==> config.mk <==
export PLATFORM = sky130hd
export DESIGN_NAME = lzwve_fifo
export DESIGN_NICKNAME = d
export VERILOG_FILES = /design/src/hdl/lzwve_pkg.sv /design/src/hdl/lzwve_fifo.sv
export SDC_FILE = /design/constraint.sdc
export NUM_CORES = 1
export LEC_CHECK = 0
export BUFFER_PORTS_ARGS = -buffer_cell sky130_fd_sc_hd__clkbuf_2
export CORE_MARGIN = 3
export CORE_UTILIZATION = 55
export DETAILED_ROUTE_END_ITERATION = 7
export GPL_TIMING_DRIVEN = 0
export MAX_ROUTING_LAYER = met4
export PLACE_DENSITY_LB_ADDON = 0.3
export SLEW_MARGIN = 20
export SYNTH_ARGS = -nofsm -noshare
export SYNTH_HDL_FRONTEND = slang
export SYNTH_SLANG_ARGS = --single-unit
==> constraint.sdc <==
create_clock -name clk -period 3 [get_ports clk]
set_input_delay 0.3 -clock clk [delete_from_list [all_inputs] [get_ports clk]]
set_output_delay 0.3 -clock clk [all_outputs]
set_load 0.02 [all_outputs]
==> src/hdl/lzwve_pkg.sv <==
// Shared types, constants and code-width helpers for the LZW encoder.
package lzwve_pkg;

	localparam int MAX_CODE_BITS = 12;
	localparam int CODE_W        = MAX_CODE_BITS;
	localparam int TRIE_AW       = CODE_W + 8;
	localparam int TRIE_DEPTH    = 1 << TRIE_AW;
	localparam int EPOCH_W       = 16;
	localparam int CFG_IDX_W     = 2;
	localparam int CFG_DATA_W    = 5;
	localparam int FIFO_DEPTH    = 4;
	localparam int FIFO_AW       = 2;
	localparam int MAX_RESULTS   = 3;

	localparam logic [CFG_IDX_W-1:0] CFG_GIF_MODE         = 2'd0;
	localparam logic [CFG_IDX_W-1:0] CFG_MIN_CODE_SIZE    = 2'd1;
	localparam logic [CFG_IDX_W-1:0] CFG_MAX_CODE_BITS    = 2'd2;
	localparam logic [CFG_IDX_W-1:0] CFG_START_WITH_CLEAR = 2'd3;

	typedef logic [CODE_W-1:0] code_t;

	typedef struct packed {
		logic [7:0] data_byte;
		logic       last_byte;
	} in_item_t;

	typedef struct packed {
		logic [15:0] code;
		logic [4:0]  code_width;
		logic        run_end;
	} out_item_t;

	typedef struct packed {
		logic       gif_mode;
		logic [3:0] min_code_size;
		logic [4:0] max_code_bits;
		logic       start_with_clear;
	} cfg_t;

	typedef struct packed {
		logic [EPOCH_W-1:0] tag;
		code_t              code;
	} trie_entry_t;

	typedef struct packed {
		logic               rd_en;
		logic [TRIE_AW-1:0] rd_addr;
		logic               wr_en;
		logic [TRIE_AW-1:0] wr_addr;
		trie_entry_t        wr_data;
	} trie_req_t;

	typedef struct packed {
		logic [1:0]                      n;
		out_item_t [MAX_RESULTS-1:0]     res;
	} push_t;

	// Number of bits needed to hold v, at least one.
	function automatic logic [4:0] bits_of(input code_t v);
		logic [4:0] n;
		n = 5'd1;
		for (int i = 0; i < CODE_W; i++) begin
			if (v[i]) begin
				n = 5'(i + 1);
			end
		end
		return n;
	endfunction

	// Width growth before a code goes out; .Z drops the step at 256.
	function automatic logic [4:0] widen(input code_t nfc, input logic [4:0] w,
			input logic [4:0] emax, input code_t limit, input logic gif);
		code_t t;
		logic  grow;
		t = nfc - code_t'(1);
		grow = (nfc < limit) && ((t & (t - code_t'(1))) == '0) && (w < emax)
			&& !(!gif && (t == code_t'(256)));
		return grow ? w + 5'd1 : w;
	endfunction

endpackage

==> src/hdl/lzwve_fifo.sv <==
// Result queue: takes up to three results a cycle, hands out one beat a cycle unless result_stall is high.
module lzwve_fifo import lzwve_pkg::*; (
	input  logic             clk,
	input  logic             arst_n,
	input  push_t            push,
	input  logic             result_stall,
	output logic             result_valid,
	output out_item_t        result,
	output logic [FIFO_AW:0] count
);

	out_item_t          buf_q [FIFO_DEPTH];
	logic [FIFO_AW-1:0] wr_ptr_q;
	logic [FIFO_AW-1:0] rd_ptr_q;
	logic [FIFO_AW:0]   count_q;
	logic               pop;

	assign result_valid = (count_q != '0);
	assign result       = buf_q[rd_ptr_q];
	assign pop          = result_valid && !result_stall;
	assign count        = count_q;

	always_ff @(posedge clk) begin
		for (int k = 0; k < MAX_RESULTS; k++) begin
			if (2'(k) < push.n) begin
				buf_q[wr_ptr_q + FIFO_AW'(k)] <= push.res[k];
			end
		end
	end

	always_ff @(posedge clk or negedge arst_n) begin
		if (!arst_n) begin
			wr_ptr_q <= '0;
			rd_ptr_q <= '0;
			count_q  <= '0;
		end else begin
			wr_ptr_q <= wr_ptr_q + FIFO_AW'(push.n);
			if (pop) begin
				rd_ptr_q <= rd_ptr_q + FIFO_AW'(1);
			end
			count_q <= count_q + (FIFO_AW + 1)'(push.n) - (FIFO_AW + 1)'(pop);
		end
	end

endmodule
==> results.py <==
metrics = {
    "sta": {
        "rsz0062_at_grt": "no",
        "post-route-min-period_ns": 2.346,
        "tightest_slew_ns": 0.7818,
        "period_share_pct": 78.21,
        "final_max_slew_viol_count": 0,
        "hold_viol": 0,
        "fmax_ghz": 0.4262,
        "skew_ns": 0.008468,
        "slew_headroom_pct": 47.88,
        "setup-violations-final": 0,
    },
    "placement": {
        "port_buffers": 95,
        "dpl_cell_area_sq_mm": 0.006192,
        "dp_cells": 784,
        "gp_congestion": 0.8891,
        "post-dp-hpwl_microns": 11260,
    },
    "critical_path": {
        "cp.arrival_ns": 2.05,
        "cp_max_fo": 10,
        "cp-start-kind": "flop",
        "r2r_slack_ns": 0.82,
        "max_stage_delay_ns": 0.59,
        "reg2reg_from": "count[2]$_DFF_PN0_",
        "path_cells": "buf_1 -> mux4_2 -> clkbuf_2",
        "cp-end-kind": "primary output",
        "crit_required_ns": 2.70,
        "ff2ff_path_depth": 8,
        "rr_endpoint": "count[2]$_DFF_PN0_",
        "critical_path_class": "flop to primary output",
        "slowest_stage": "buf_1",
    },
    "layout": {
        "layout-drive-gt1-share_pct": 25.30,
        "area_growth_syn_to_layout_pct": 17.78,
        "nets": 743,
        "finalNonFillerCells": 801,
        "stdcell_area_sq_mm": 0.006390,
        "n_antenna_cell": 0,
    },
    "detailed_routing": {
        "first_iter_violations": 928,
        "first_pass_iters": 8,
        "drc": 0,
        "wl_microns": 16460,
        "viasPerCell": 6.404,
        "post_drt_wl_per_cell_microns": 20.55,
        "vias": 5130,
        "antenna_left": 0,
    },
    "global_route": {
        "overflow": 0,
        "grt_usage_pct": 30.83,
        "grt_pass1_vias": 4975,
        "grt_max_degree": 18,
        "antenna_found_initial": 0,
        "grt_pass1_wl_microns": 25630,
    },
    "min_path": {
        "hold_end": "wr_ptr_q[0]$_DFF_PN0_",
        "hold_depth": 2,
        "hold_path.startpoint": "push[66]",
        "hp-class": "input pin to flop",
    },
    "die": {
        "dieArea_sq_mm": 0.01109,
        "die_x_microns": 105.3,
        "core_sq_mm": 0.009415,
        "fp.dieH_microns": 105.3,
        "io_pins": 97,
        "initial_core_util_pct": 57.62,
        "rows": 35,
    },
    "clock_tree": {
        "cts_tree": "yes",
        "clkSlewWorstSetupHoldPaths_ns": 0.10,
        "cts_buffers": 9,
        "clock_path_buffers": 2,
        "cts_root_buffer": "clkbuf_8",
        "clock_latency_ns": 0.36,
        "htree_num_levels": 3,
        "clock_sinks": 95,
    },
    "pwr": {
        "cellLeakagePower_nw": 2.636,
        "vdd_drop_max_mv": 0.7560,
        "powerDensity_mw_per_mm2": 1005,
    },
    "job": {
        "max-cap-violations": 0,
    },
    "synth": {
        "syn_nets": 632,
        "ys_warn_count": 0,
        "ys_seq_area_share_pct": 51.94,
        "syn_inst": 556,
        "ys_types": 31,
        "synthesis.area_sq_mm": 0.005425,
        "ys_ff_latch": 95,
        "syn_avg_cell_area_sq_um": 9.758,
    },
    "run_status": {
        "status": "complete, no violations",
    },
}
[power breakdown]
group / switching [mW] / internal (mW)
Combinational: 1.96 / 1.24
Clock: 0.449 / 0.379
Sequential: 0.177 / 2.22
Total: 2.58 / 3.84
[state kept, by name (all words and copies together) (netlist names)]
| register | cells |
|---|---|
| wr_ptr_q | 2 |
| rd_ptr_q | 2 |
| buf_q | 88 |
| count | 3 |
[cell usage after synthesis, drive strengths merged]
master	n	area share [%]
xnor2	4	0.65
clkbuf	13	0.90
o21ai	3	0.28
nand4	1	0.23
dfrtp	7	3.2
fa	1	0.37
a21oi	3	0.28
nor3	1	0.092
buf	30	3.2
a31oi	88	10
nor3b	2	0.37
and3	1	0.12
nand4bb	1	0.21
ha	4	0.92
nand4b	2	0.71
edfxtp	88	49
and3b	2	0.32
o22ai	2	0.23
xor2	2	0.32
or3b	1	0.16
nand3	2	0.18
inv	9	0.62
mux4	22	9.1
nand2	176	12
nor2	89	6.2
nand3b	2	0.28
[cell type report]
type                       instances  area, sq um
buffer                            43        222.7
clock buffer                       9        123.9
clock inverter                     7        63.81
fill                             662         3025
inverter                           9        33.78
multi-input combinational        409         2396
sequential                        95         2818
tap                              129        161.4
timing repair buffer             100        570.5
[cell usage in the layout (no fill, tap or decap), types with 3 or more instances in the layout]
cell type,count
a31oi_1,88
buf_2,19
buf_4,8
clkbuf_1,13
clkbuf_2,95
clkbuf_8,9
clkinv_1,3
dfrtp_1,7
edfxtp_1,88
ha_1,4
inv_1,9
mux4_2,22
nand2_1,176
nor2_1,89
xnor2_1,4
[per-layer routing]
metal,vias to the layer above,track usage (%),part of all wire [%]
met5,-,-,0
met2,473,45.77,47
met4,0,15.56,4.2
met3,82,6.001,14
li1,2218,-,-
met1,2357,40.74,35
[how the worst max path moves through the flow]
stage,end,slack (ns),cells past startpoint,startpoint
detailed placement,count[2]$_DFF_PN0_,0.85,8,count[2]$_DFF_PN0_
finish,result[18],0.65,3,rd_ptr_q[1]$_DFFE_PN0P_
CTS,result[18],0.66,3,rd_ptr_q[1]$_DFFE_PN0P_
global placement,buf_q[1][5]$_DFFE_PP_,-1.03,4,push[66]
floorplan,buf_q[1][0]$_DFFE_PP_,0.28,4,push[67]
global route,result[18],0.58,3,rd_ptr_q[1]$_DFFE_PN0P_
[timing repair]
item | 4_1_cts | 5_1_grt
hold endpoints to repair | 7 | 0
gates resized for setup | 0 | 0
buffers inserted | 0 | 0
hold buffers | 1 | 0
[logic make-up (layout without fill, tap and decap cells)]
| group | after synthesis | after routing | share of synthesized area (%) |
|---|---|---|---|
| buffers and inverters | 52 | 168 | 4.728 |
| DFF | 95 | 95 | 51.94 |
| AOI/OAI and AO/OA | 96 | 96 | 10.93 |
| adders and majority gates | 5 | 5 | 1.292 |
| and+or+nand+nor | 280 | 280 | 21.01 |
| muxes | 22 | 22 | 9.133 |
| xor gates and xnor gates | 6 | 6 | 0.9686 |
[stage by stage]
step | TNS, ns | setup WS [ns] | hold WS (ns) | total power [mW] | util (%)
after floorplan | 0 | 0.2754 | 0.004409 | 4.442 | -
after global placement | -53.67 | -1.025 | 0.1474 | 5.347 | 64.39
after detailed placement | 0 | 0.8517 | 0.1508 | 5.586 | 65.77
after CTS | 0 | 0.6638 | 0.2012 | 6.391 | 67.87
after global routing | 0 | 0.5785 | 0.2124 | 6.748 | 67.87
final | 0 | 0.6537 | 0.2046 | 6.421 | 67.87
[critical path, delay by kind of cell, from the launching register on]
| kind | cells | cell delay [ns] |
|---|---|---|
| DFF | 1 | 0.48 |
| muxes | 1 | 0.43 |
| buffers and inverters | 2 | 0.76 |
Note: power is estimated with default switching activity, not from simulation.
