## config.mk

```make
export PLATFORM = sky130hd
export DESIGN_NAME = lzwve_core
export DESIGN_NICKNAME = d
export VERILOG_FILES = /design/src/hdl/lzwve_pkg.sv /design/src/hdl/lzwve_core.sv
export SDC_FILE = /design/constraint.sdc
export NUM_CORES = 1
export LEC_CHECK = 0
export BUFFER_PORTS_ARGS = -buffer_cell sky130_fd_sc_hd__buf_4
export CAP_MARGIN = 10
export CORE_ASPECT_RATIO = 0.9
export CORE_MARGIN = 2
export CORE_UTILIZATION = 45
export CTS_CLUSTER_SIZE = 10
export DETAILED_ROUTE_END_ITERATION = 8
export PLACE_DENSITY = 0.78
export SLEW_MARGIN = 15
export SYNTH_ARGS = -nofsm -noshare
export SYNTH_HDL_FRONTEND = slang
export SYNTH_SLANG_ARGS = --single-unit
```

## constraint.sdc

```tcl
create_clock -name clk -period 6.83 [get_ports clk]
set_input_delay 0.3415 -clock clk [delete_from_list [all_inputs] [get_ports clk]]
set_output_delay 0.3415 -clock clk [all_outputs]
set_load 0.02 [all_outputs]
```

## src/hdl/lzwve_pkg.sv

```systemverilog
// Shared types, constants and code-width helpers for the LZW encoder.
package lzwve_pkg;

	localparam int MAX_CODE_BITS = 12;
	localparam int CODE_W        = MAX_CODE_BITS;
	localparam int TRIE_AW       = CODE_W + 8;
	localparam int TRIE_DEPTH    = 1 << TRIE_AW;
	localparam int EPOCH_W       = 16;
	localparam int CFG_IDX_W     = 2;
	localparam int CFG_DATA_W    = 5;
	localparam int FIFO_DEPTH    = 4;
	localparam int FIFO_AW       = 2;
	localparam int MAX_RESULTS   = 3;

	localparam logic [CFG_IDX_W-1:0] CFG_GIF_MODE         = 2'd0;
	localparam logic [CFG_IDX_W-1:0] CFG_MIN_CODE_SIZE    = 2'd1;
	localparam logic [CFG_IDX_W-1:0] CFG_MAX_CODE_BITS    = 2'd2;
	localparam logic [CFG_IDX_W-1:0] CFG_START_WITH_CLEAR = 2'd3;

	typedef logic [CODE_W-1:0] code_t;

	typedef struct packed {
		logic [7:0] data_byte;
		logic       last_byte;
	} in_item_t;

	typedef struct packed {
		logic [15:0] code;
		logic [4:0]  code_width;
		logic        run_end;
	} out_item_t;

	typedef struct packed {
		logic       gif_mode;
		logic [3:0] min_code_size;
		logic [4:0] max_code_bits;
		logic       start_with_clear;
	} cfg_t;

	typedef struct packed {
		logic [EPOCH_W-1:0] tag;
		code_t              code;
	} trie_entry_t;

	typedef struct packed {
		logic               rd_en;
		logic [TRIE_AW-1:0] rd_addr;
		logic               wr_en;
		logic [TRIE_AW-1:0] wr_addr;
		trie_entry_t        wr_data;
	} trie_req_t;

	typedef struct packed {
		logic [1:0]                      n;
		out_item_t [MAX_RESULTS-1:0]     res;
	} push_t;

	// Number of bits needed to hold v, at least one.
	function automatic logic [4:0] bits_of(input code_t v);
		logic [4:0] n;
		n = 5'd1;
		for (int i = 0; i < CODE_W; i++) begin
			if (v[i]) begin
				n = 5'(i + 1);
			end
		end
		return n;
	endfunction

	// Width growth before a code goes out; .Z drops the step at 256.
	function automatic logic [4:0] widen(input code_t nfc, input logic [4:0] w,
			input logic [4:0] emax, input code_t limit, input logic gif);
		code_t t;
		logic  grow;
		t = nfc - code_t'(1);
		grow = (nfc < limit) && ((t & (t - code_t'(1))) == '0) && (w < emax)
			&& !(!gif && (t == code_t'(256)));
		return grow ? w + 5'd1 : w;
	endfunction

endpackage

```

## src/hdl/lzwve_core.sv

```systemverilog
// Encoder state: trie lookup issue, hit/miss decision, width rules, result list.
module lzwve_core import lzwve_pkg::*; (
	input  logic        clk,
	input  logic        arst_n,
	input  cfg_t        cfg,
	input  logic        fire,
	input  in_item_t    item,
	input  trie_entry_t rd_data,
	output trie_req_t   trie_req,
	output logic        start_clear,
	output logic        busy,
	output push_t       push
);

	logic               valid_s1;
	logic [7:0]         b_s1;
	logic               last_s1;
	code_t              prefix_q;
	logic               have_q;
	code_t              nfc_q;
	logic [4:0]         width_q;
	logic [EPOCH_W-1:0] epoch_q;

	logic [3:0] m;
	logic [8:0] clr;
	code_t      clr_code;
	logic [4:0] emax;
	code_t      limit;
	logic [7:0] b_in;
	code_t      nfc_a;
	code_t      prefix_a;
	logic [4:0] w_a;
	logic [4:0] w_b;
	logic [1:0] cnt;
	logic       wr;

	always_comb begin
		if (cfg.min_code_size < 4'd2) begin
			m = 4'd2;
		end else if (cfg.min_code_size > 4'd8) begin
			m = 4'd8;
		end else begin
			m = cfg.min_code_size;
		end
		if (cfg.max_code_bits < 5'd9) begin
			emax = 5'd9;
		end else if (cfg.max_code_bits > 5'(MAX_CODE_BITS)) begin
			emax = 5'(MAX_CODE_BITS);
		end else begin
			emax = cfg.max_code_bits;
		end
		clr      = 9'd1 << m;
		clr_code = CODE_W'(clr);
		limit    = {CODE_W{1'b1}} >> (5'(CODE_W) - emax);
		b_in     = item.data_byte & 8'(clr - 9'd1);
	end

	// Decide the beat in s1 from the registered trie read.
	always_comb begin
		push     = '0;
		cnt      = 2'd0;
		wr       = 1'b0;
		nfc_a    = nfc_q;
		w_a      = width_q;
		w_b      = width_q;
		prefix_a = prefix_q;
		if (!have_q) begin
			nfc_a = clr_code + (cfg.gif_mode ? code_t'(2) : code_t'(1));
			w_a   = bits_of(nfc_a);
			if (cfg.gif_mode && cfg.start_with_clear) begin
				push.res[cnt] = '{code: 16'(clr_code), code_width: 5'(m) + 5'd1,
					run_end: 1'b0};
				cnt = cnt + 2'd1;
			end
			prefix_a = CODE_W'(b_s1);
		end else if (rd_data.tag == epoch_q) begin
			prefix_a = rd_data.code;
		end else begin
			w_a = widen(nfc_q, width_q, emax, limit, cfg.gif_mode);
			push.res[cnt] = '{code: 16'(prefix_q), code_width: w_a, run_end: 1'b0};
			cnt = cnt + 2'd1;
			if (nfc_q < limit) begin
				nfc_a = nfc_q + code_t'(1);
				// drop the write on the last byte: the stream end advances the epoch, so it goes stale anyway
				wr    = !last_s1;
			end
			prefix_a = CODE_W'(b_s1);
		end
		if (last_s1) begin
			w_b = widen(nfc_a, w_a, emax, limit, cfg.gif_mode);
			push.res[cnt] = '{code: 16'(prefix_a), code_width: w_b, run_end: 1'b0};
			cnt = cnt + 2'd1;
			if (cfg.gif_mode) begin
				push.res[cnt] = '{code: 16'(clr_code + code_t'(1)),
					code_width: bits_of(nfc_a - code_t'(1)), run_end: 1'b0};
				cnt = cnt + 2'd1;
			end
		end
		if (cnt != 2'd0) begin
			push.res[cnt - 2'd1].run_end = 1'b1;
		end
		push.n = valid_s1 ? cnt : 2'd0;
	end

	always_comb begin
		trie_req.rd_en   = fire && have_q;
		trie_req.rd_addr = {prefix_q, b_in};
		trie_req.wr_en   = valid_s1 && wr;
		trie_req.wr_addr = {prefix_q, b_s1};
		trie_req.wr_data = '{tag: epoch_q, code: nfc_q};
	end

	assign start_clear = valid_s1 && last_s1 && (epoch_q == {EPOCH_W{1'b1}});
	assign busy        = valid_s1;

	always_ff @(posedge clk) begin
		if (fire) begin
			b_s1    <= b_in;
			last_s1 <= item.last_byte;
		end
	end

	always_ff @(posedge clk or negedge arst_n) begin
		if (!arst_n) begin
			valid_s1 <= 1'b0;
			prefix_q <= '0;
			have_q   <= 1'b0;
			nfc_q    <= '0;
			width_q  <= '0;
			epoch_q  <= EPOCH_W'(1);
		end else begin
			valid_s1 <= fire;
			if (valid_s1) begin
				nfc_q   <= nfc_a;
				width_q <= w_a;
				if (last_s1) begin
					prefix_q <= '0;
					have_q   <= 1'b0;
					// advance the epoch; on wrap the sweep resets all tags
					epoch_q  <= (epoch_q == {EPOCH_W{1'b1}}) ? EPOCH_W'(1)
						: epoch_q + EPOCH_W'(1);
				end else begin
					prefix_q <= prefix_a;
					have_q   <= 1'b1;
				end
			end
		end
	end

endmodule

```

==> results.ini <==
[logic_synthesis]
synth-edff-count=9
yosysUniqueCellTypes=95
synth_seq_area_share=0.213
yosysTopAreaCell=dfrtp_1
synth_compound_area_frac=0.185
async_flop_share=0.839
synth_warnings=0
synth_ff_type=dfrtp_1
synthXorXnorAreaFrac=0.0937
synthAdderAreaFrac=0.104
muxShareOfSynthArea=0.0424
synthTopCellsByArea=dfrtp_1 17%, ha_1 10%, xnor2_1 6.2%
synth_top_area_share=0.170
synth_cells=850
synth_top_family_by_area=simple AND/OR/NAND/NOR gates
ys_seq_elements=56
synth.avg_cell_area_um2=7.98
synth_area_mm2=0.00678
synth-simple-area-share=0.271

[setup_path]
worstSetupPathType=in2out
arrival_ps=6090
cp_common_cell=buf_4
critPathCapture=push[25]
r2r-end=width_q[3]
cp_slowest_cell=ha_1
crit_path_end_kind=primary output
startpoint_type=input port
r2r_start=nfc_q[0]
r2r.worst_path.cells=13
critPathLaunch=cfg[2]
crit_fanout=7
required_ps=6490
rrSetupSlack_ps=3050
slowest_delay_ps=360

[final_layout]
final_area_mm2=0.00850
antenna_cells=0
final_cell_count_no_fill=1204
layout-drive-gt1-share=0.278
final_nets=1111
syn_to_final_growth_pct=25.3

[placed_design]
dp_cells=1194
placed_area_mm2=0.00820
portBuffers=171
gp_congestion=0.951
dp_hpwl_um=17000
pre_cts_slack_ps=-261

[floorplanning]
io_pins=191
rows=42
coreArea_mm2=0.0147
die_area_mm2=0.0161
dieWidth_um=133
start_util=0.461
dieHeight_um=120

[route]
wl_um=22700
ant_nets=0
drc=0
wl_per_cell_um=18.8
dr.pass1.iters=8
via_count=7275
first_iter_violations=869
viasPerCell=6.04

[clock_tree]
clockBufferDepth=2
root_buffer=clkbuf_16
cts_hold_buf=0
cts_buffers=5
path_clk_slew_ps=80
insertion_delay_ps=320
cts_sinks=56
h-tree-depth=2
tritoncts=yes

[sta]
slew_violations=0
fmax_ghz=0.156
slew_headroom=0.357
finalSetupViolCount=0
finalSetupTns_ps=0
final_hold_viol_count=0
tightest_slew_ps=961
timing.hold.ws_ps=52.6
finalClockSkew_ps=12.0
period_minus_slack_ps=6430
period_share=0.941
fin_ws_ps=401

[status]
outcome=finished clean

[global_route]
grt_pass1_wl_um=35300
grt_start_max_net_pins=48
globalRouteTotalUtil=0.273
grt_pass1_vias=6750
gr-total-overflow=0
antenna_found_initial=0

[min_path]
holdCritPathClass=in2async

[pwr]
power.density_mw_per_mm2=243
leakage_uw=0.00382
irDropWorstVdd_mv=0.142

[job]
cap_violations=0

-- cell usage in the layout, fill, tap and decap left out, drive strengths merged, types with 4 or more instances in the layout --
cell type / count
a211o: 5
a211oi: 5
a21boi: 5
a21o: 5
a21oi: 37
a31oi: 7
and2: 12
and3: 9
and4: 4
buf: 204
clkbuf: 5
conb: 23
dfrtp: 46
edfxtp: 9
ha: 54
inv: 48
mux2: 13
mux2i: 13
nand2: 82
nand2b: 11
nand3: 38
nand4: 23
nand4b: 9
nor2: 85
nor2b: 11
nor3: 23
nor4: 13
nor4b: 5
o2111ai: 4
o211ai: 4
o21ai: 34
o221ai: 12
o22ai: 20
or3: 5
xnor2: 51
xor2: 19
-- worst max-delay path: cells and delay by family --
kind	cells	cell delay, ps
AND/OR/NAND/NOR	13	2050
AO/OA/AOI/OAI	11	1960
buffers and inverters	4	560
XOR/XNOR	2	310
adder cells (fa/ha/maj)	3	850
-- metrics by stage --
step | total power (uW) | utilization
finish | 2070 | 0.578
global route | 2190 | 0.578
CTS | 2000 | 0.569
detailed placement | 1700 | 0.557
global placement | 1680 | 0.557
floorplan | 1310 | -
-- sequential cells by signal, summed over array words and instances (netlist names) --
signal and flops:
b_s1 8, busy 1, epoch_q 16, have_q 1, last_s1 1, nfc_q 12, prefix_q 12, width_q 5
-- per-layer routing --
metal	global-route usage	vias up	wire length [um]
met4	0.102	0	760
met2	0.419	447	10200
met3	0.0516	70	2130
met5	0	-	0
met1	0.382	3431	9570
li1	-	3327	-
-- logic make-up (layout without fill, tap and decap cells) --
kind of cell / after synthesis / after routing
fa+ha+maj: 56 / 56
xor+xnor: 70 / 70
compound gates: 170 / 170
other cells: 2 / 23
flops: 56 / 56
mux: 26 / 26
simple gates: 347 / 347
buf+inv: 123 / 258
-- area by class of cell --
class / count / area (um2)
inverter: 46 / 178
timing repair buffer: 204 / 1530
tap: 198 / 248
fill: 1346 / 6210
clock buffer: 5 / 125
multi-input combinational: 692 / 4940
clock inverter: 3 / 25.0
sequential: 56 / 1450
-- cells in the mapped netlist, types with 6 or more instances --
master,instances
o21ai_0,31
o22ai_1,20
buf_2,8
buf_4,31
edfxtp_1,9
a21oi_1,35
ha_1,54
nor3_1,20
nand4_1,23
mux2_2,12
nand2b_1,11
inv_1,43
buf_1,6
xnor2_1,48
and3_1,9
nand3_1,38
mux2i_1,11
clkbuf_1,30
a31oi_1,7
nor2b_1,11
dfrtp_1,46
nand4b_1,9
nand2_1,82
nor4_1,8
o221ai_1,11
and2_1,12
xor2_1,19
nor2_1,84
-- where the power goes --
part	switching [uW]	total [uW]	leakage, uW	internal [uW]
registers	117	504	0.000697	387
clock network	148	287	0.0000708	140
logic	750	1280	0.00306	526
total	1010	2070	0.00382	1050
-- worst min-delay path by stage --
stage / from / to / cells past startpoint
4_1_cts: arst_n / prefix_q[6] / 1
3_5_place_dp: arst_n / prefix_q[6] / 1
5_1_grt: arst_n / prefix_q[6] / 1
3_3_place_gp: arst_n / prefix_q[6] / 1
6_report: arst_n / prefix_q[6] / 1
2_1_floorplan: arst_n / busy / 0
-- timing repair --
item / in CTS / in global routing
pin swaps: 1 / 8
gates resized for setup: 5 / 23
setup endpoints to repair: 10 / 10
buffers inserted: 1 / 1
hold endpoints to repair: 0 / 0
No activity file was read; power rests on OpenSTA's default activity.
